`src/fpa_pkg.sv`:
```
package fpa_pkg;

    // Default number of fraction bits in a raw word.
    localparam int FPA_FRACTION_BITS = 8;

    // Cycles through the multiplier from its registered operands.
    localparam int FPA_MUL_LATENCY = 2;

    // Operation codes.
    typedef enum logic [3:0] {
        OP_ADD   = 4'd0,
        OP_SUB   = 4'd1,
        OP_MUL   = 4'd2,
        OP_DIV   = 4'd3,
        OP_MIN   = 4'd4,
        OP_MAX   = 4'd5,
        OP_INC   = 4'd6,
        OP_DEC   = 4'd7,
        OP_TOINT = 4'd8
    } t_op;

    // Source of the final result.
    typedef enum logic [1:0] {
        SEL_SIDE = 2'd0,
        SEL_MUL  = 2'd1,
        SEL_DIV  = 2'd2
    } t_sel;

    // Per-word information that travels beside the arithmetic units.
    typedef struct packed {
        logic        valid;
        t_sel        sel;
        logic        neg;
        logic [31:0] res;
        logic        ovf;
        logic        dz;
        logic        gt;
        logic        lt;
        logic        eq;
    } t_side;

    // Divider latency: one load stage, one stage per quotient bit, one rounding stage.
    function automatic int fpa_div_latency(input int frac_bits);
        return 32 + frac_bits + 2;
    endfunction

endpackage

```
`src/fpa_mul.sv`:
```
module fpa_mul #(
    parameter int FRACTION_BITS = fpa_pkg::FPA_FRACTION_BITS
) (
    input  logic        i_clk,
    input  logic        i_en,
    input  logic [31:0] i_mag_a,
    input  logic [31:0] i_mag_b,
    output logic [63:0] o_mag
);
    import fpa_pkg::*;

    // Half of one raw step, zero when there are no fraction bits.
    localparam logic [63:0] HALF = (64'd1 << FRACTION_BITS) >> 1;

    logic [63:0] r_prod;
    logic [63:0] r_mag;

    // Stage one is the product, stage two rounds half away from zero on the magnitude.
    always_ff @(posedge i_clk) begin
        if (i_en) begin
            r_prod <= i_mag_a * i_mag_b;
            r_mag  <= (r_prod + HALF) >> FRACTION_BITS;
        end
    end

    assign o_mag = r_mag;

endmodule

```
`config.mk`:
```
export PLATFORM = sky130hd
export DESIGN_NAME = fpa_mul
export DESIGN_NICKNAME = d
export VERILOG_FILES = /design/src/fpa_pkg.sv /design/src/fpa_mul.sv
export SDC_FILE = /design/constraint.sdc
export NUM_CORES = 2
export LEC_CHECK = 0
export ABC_AREA = 1
export BUFFER_PORTS_ARGS = -buffer_cell sky130_fd_sc_hd__buf_2
export CAP_MARGIN = 5
export CORE_MARGIN = 1.5
export CORE_UTILIZATION = 55
export DETAILED_ROUTE_END_ITERATION = 8
export PLACE_DENSITY = 0.82
export SLEW_MARGIN = 20
export SYNTH_ARGS = -nofsm -noshare
export SYNTH_HDL_FRONTEND = slang
export SYNTH_SLANG_ARGS = --single-unit
export TNS_END_PERCENT = 50
```
`constraint.sdc`:
```
create_clock -name i_clk -period 10.9 [get_ports i_clk]
set_clock_uncertainty 0.1 [all_clocks]
set_input_delay 0.545 -clock i_clk [delete_from_list [all_inputs] [get_ports i_clk]]
set_output_delay 0.545 -clock i_clk [all_outputs]
set_load 0.02 [all_outputs]
```
# After elaboration in Yosys (flattened, before gate mapping)
# Index checks and enable logic that the tools add are counted.
# op_classes
n_addsub	1
mul	1
# ops
cell	n
$add A64 B8 Y64 const B	1
$mul A32 B32 Y64	1
# totals
ff_bits	120
elab_cells	4

# Longest topological paths before layout
# logic_depth
depth_word	1
ltp_mapped	32
ltp_nobuf	31

# Worst setup path before layout
# OpenSTA, ideal clock, no wires.
# synth_timing
path_type	input-to-reg
from	in i_mag_a[21]
to	reg r_prod[49], data pin
setup_ns	0.252
arrival_time_ns	6.250
required_ns	10.548
slack_ns	4.298
stages	27
path_buffers	1
path_cell_list	clkbuf_1 > nand2_1 > fa_1 > inv_1 > fa_1 > inv_1 > fa_1 > inv_1 > fa_1 > inv_1 > fa_1 > fa_1 > fa_1 > fa_1 > inv_1 > ha_1 > nand2_1 > nor2_1 > inv_1 > nor2_1 > inv_1 > nor3_1 > nand2_1 > nand2_1 > nand2_1 > nand3_1 > nand2_1
# synth_via
elab_chain_cells	1
# synth_rtl
element	line_no	source
start: declaration	fpa_mul.sv:6	input logic [31:0] i_mag_a,
$mul A32 B32 Y64	fpa_mul.sv:21	r_prod <= i_mag_a * i_mag_b;
end signal: assignment	fpa_mul.sv:21	
end: declaration	fpa_mul.sv:15	logic [63:0] r_prod;
# No other way between the ends.
# A chain may end at the register's enable or synchronous reset.

# Worst setup path after layout
# layout_timing
from	in i_mag_a[17]
to	reg r_prod[60], data pin
# Same word-level chain as after synthesis.

==> results.cfg <==
[cts]
clock_sinks = 113
path_clk_slew_ps = 60
numCtsBuffers = 17
ctsLongestPathBuffers = 2
cts_tree = yes
cts_setup_buffers = 0
cts_resized = 0
cts-hold-fix-buffers = 0
clk_latency_ps = 430
ctsRootBufferMaster = clkbuf_16
htreeDepth = 4

[setup_path]
worst_path_largest_cell_delay_ps = 630
critPathRequiredTime_ps = 10980
worstPathCellList = buf_2 > nand2_1 > inv_1 > fa_1 > fa_1 > inv_1 > fa_1 > fa_1 > inv_1 > fa_1 > fa_1 > fa_1 > fa_1 > ha_1 > a21oi_1 > o21ai_0 > a21oi_1 > inv_1 > nor2_1 > nand2_1 > nand2_1 > nand2_1 > nand2_1 > nand2_1
path_max_fanout = 32
cp-startpoint = i_mag_a[17]
r2r_slack_ps = 8440
slowest_stage = buf_2
end_kind = flip-flop
path_class = primary input to flip-flop
reg2reg_to = o_mag[29]$_DFFE_PP_
start_kind = primary input
r2r_start = r_prod[7]$_DFFE_PP_
rr_worst_depth = 9
critPathCapture = r_prod[60]$_DFFE_PP_
cp_common_cell = fa_1
cp.arrival_ps = 7420

[routing]
viasPerCell = 5.28
drt_iter0_drc = 2587
wl_mm = 106
drt-pass1-iter-count = 6
num_vias = 31647
drtAntennaViolNets = 0
drc = 0
routedWlPerCell_um = 17.7

[cells_and_area]
nets = 6249
regArea_mm2 = 0.00339
drive_gt1_share_pct = 3.63
postLayoutCellArea_mm2 = 0.0416
area_growth_pct = 4.37
multi_input_area_mm2 = 0.0298
final_common_cell = inv_1
final_cell_mix = 1555 x inv_1, 1443 x nand2_1, 895 x fa_1
n_fill_cell = 6319

[timing]
slew_violations = 0
setup_viol = 0
worst_pin_slew_ps = 887
fin_crit_sh_pct = 67.3
rsz0062_at_grt = no
fmax_ghz = 0.136
hold_viol_final = 0
slew_headroom_pct = 40.9
period_minus_slack_ps = 7340
fin_setup_tns_ps = 0

[synth]
postSynthCellCount = 5073
ys_warn_count = 0
ys_ff_latch = 113
synth.avg_cell_area_um2 = 7.86
synth-seq-area-share_pct = 8.52
yosysUniqueCellTypes = 30
synth_area_mm2 = 0.0398

[floorplan]
fp.coreArea_mm2 = 0.0716
start_util_pct = 55.6
io_pins = 130
num_rows = 98
die_w_um = 272
die_h_um = 272
die_area_mm2 = 0.0741

[place]
place.gp.congestion = 0.980
place_area_mm2 = 0.0409
place.detailed.hpwl_mm = 88.5
port_buffers = 121

[global_routing]
grt_pass1_vias = 33996
grt-ovfl-total = 0
grt_usage_pct = 29.7
grt_max_degree = 58
grt_first_pass_wirelength_mm = 174
antenna_found_initial = 2

[job]
max-cap-violations = 0

[hold_path]
hp-class = flip-flop to flip-flop

[status]
outcome = completed
[flip-flops by register name, indices dropped and copies added, names as in the netlist]
name / flops
r_prod: 57
o_mag: 56
[synthesized netlist by cell type (all sizes together)]
cell type	n	area, um^2
inv	1560	5860
nand2	1448	5450
fa	895	17900
ha	261	3270
nor2	211	807
clkbuf	192	721
edfxtp	113	3390
a21oi	87	435
nand3	64	320
xor2	62	543
o21ai	53	273
nor3	41	220
nand4	27	169
xnor2	27	236
nor4	11	87.6
buf	8	60.1
o21bai	5	41.3
a21o	3	22.5
a21boi	2	15.0
conb	1	3.75
nand3b	1	7.51
o21a	1	7.51
[logic make-up (layout without fill, tap and decap cells)]
group | Yosys count | after routing | share of synthesized area [%]
adder cells (fa/ha/maj) | 1156 | 1156 | 53.2
flip-flops | 113 | 113 | 8.52
AND/OR/NAND/NOR | 1803 | 1803 | 17.7
XOR/XNOR | 89 | 89 | 1.96
other | 1 | 9 | 0.00941
buffers and inverters | 1760 | 1720 | 16.7
AO/OA/AOI/OAI | 151 | 151 | 1.99
[worst min-delay path by stage]
stage                                     from                  end  slack, ps  cells past startpoint
after floorplan           r_prod[63]$_DFFE_PP_  o_mag[55]$_DFFE_PP_        450                      1
after global placement    r_prod[63]$_DFFE_PP_  o_mag[55]$_DFFE_PP_        480                      1
after detailed placement  r_prod[63]$_DFFE_PP_  o_mag[55]$_DFFE_PP_        480                      1
after CTS                 r_prod[63]$_DFFE_PP_  o_mag[55]$_DFFE_PP_        490                      1
after global routing      r_prod[63]$_DFFE_PP_  o_mag[55]$_DFFE_PP_        520                      1
final                     r_prod[63]$_DFFE_PP_  o_mag[55]$_DFFE_PP_        480                      1
[area by class of cell]
type,count,share of cell area (%)
inverters,1560,14.1
well taps,950,2.86
clock inverters,15,0.529
flip-flops and latches,113,8.16
diodes,1,0.00602
repair buffers,128,1.59
clock buffers,17,1.02
multi-input cells,3207,71.8
[through the flow]
stage / utilization [%] / hold WS, ps / worst slack (ps) / cells
4_1_cts: 58.1 / 491 / 3570 / 5990
3_3_place_gp: 57.2 / 483 / 3210 / 5958
5_1_grt: 58.1 / 516 / 3220 / 5990
3_5_place_dp: 57.2 / 481 / 3130 / 5958
2_1_floorplan: - / 447 / 4300 / 5080
6_report: 58.1 / 482 / 3560 / 5991
[routing by layer]
layer | share of wire (%) | GRT usage [%]
met5 | 0.026 | 0
met4 | 3.6 | 10.6
met3 | 7.7 | 3.34
met2 | 50 | 51.4
met1 | 39 | 38.7
[critical path, delay by kind of cell]
| kind | cells | cell delay (ps) |
|---|---|---|
| adders and majority gates | 9 | 4470 |
| buffers and inverters | 5 | 950 |
| and+or+nand+nor | 7 | 760 |
| AOI/OAI and AO/OA | 3 | 670 |
Power is not shown: default switching activity piles up to over one toggle a cycle in this logic, so the estimate is an artifact.
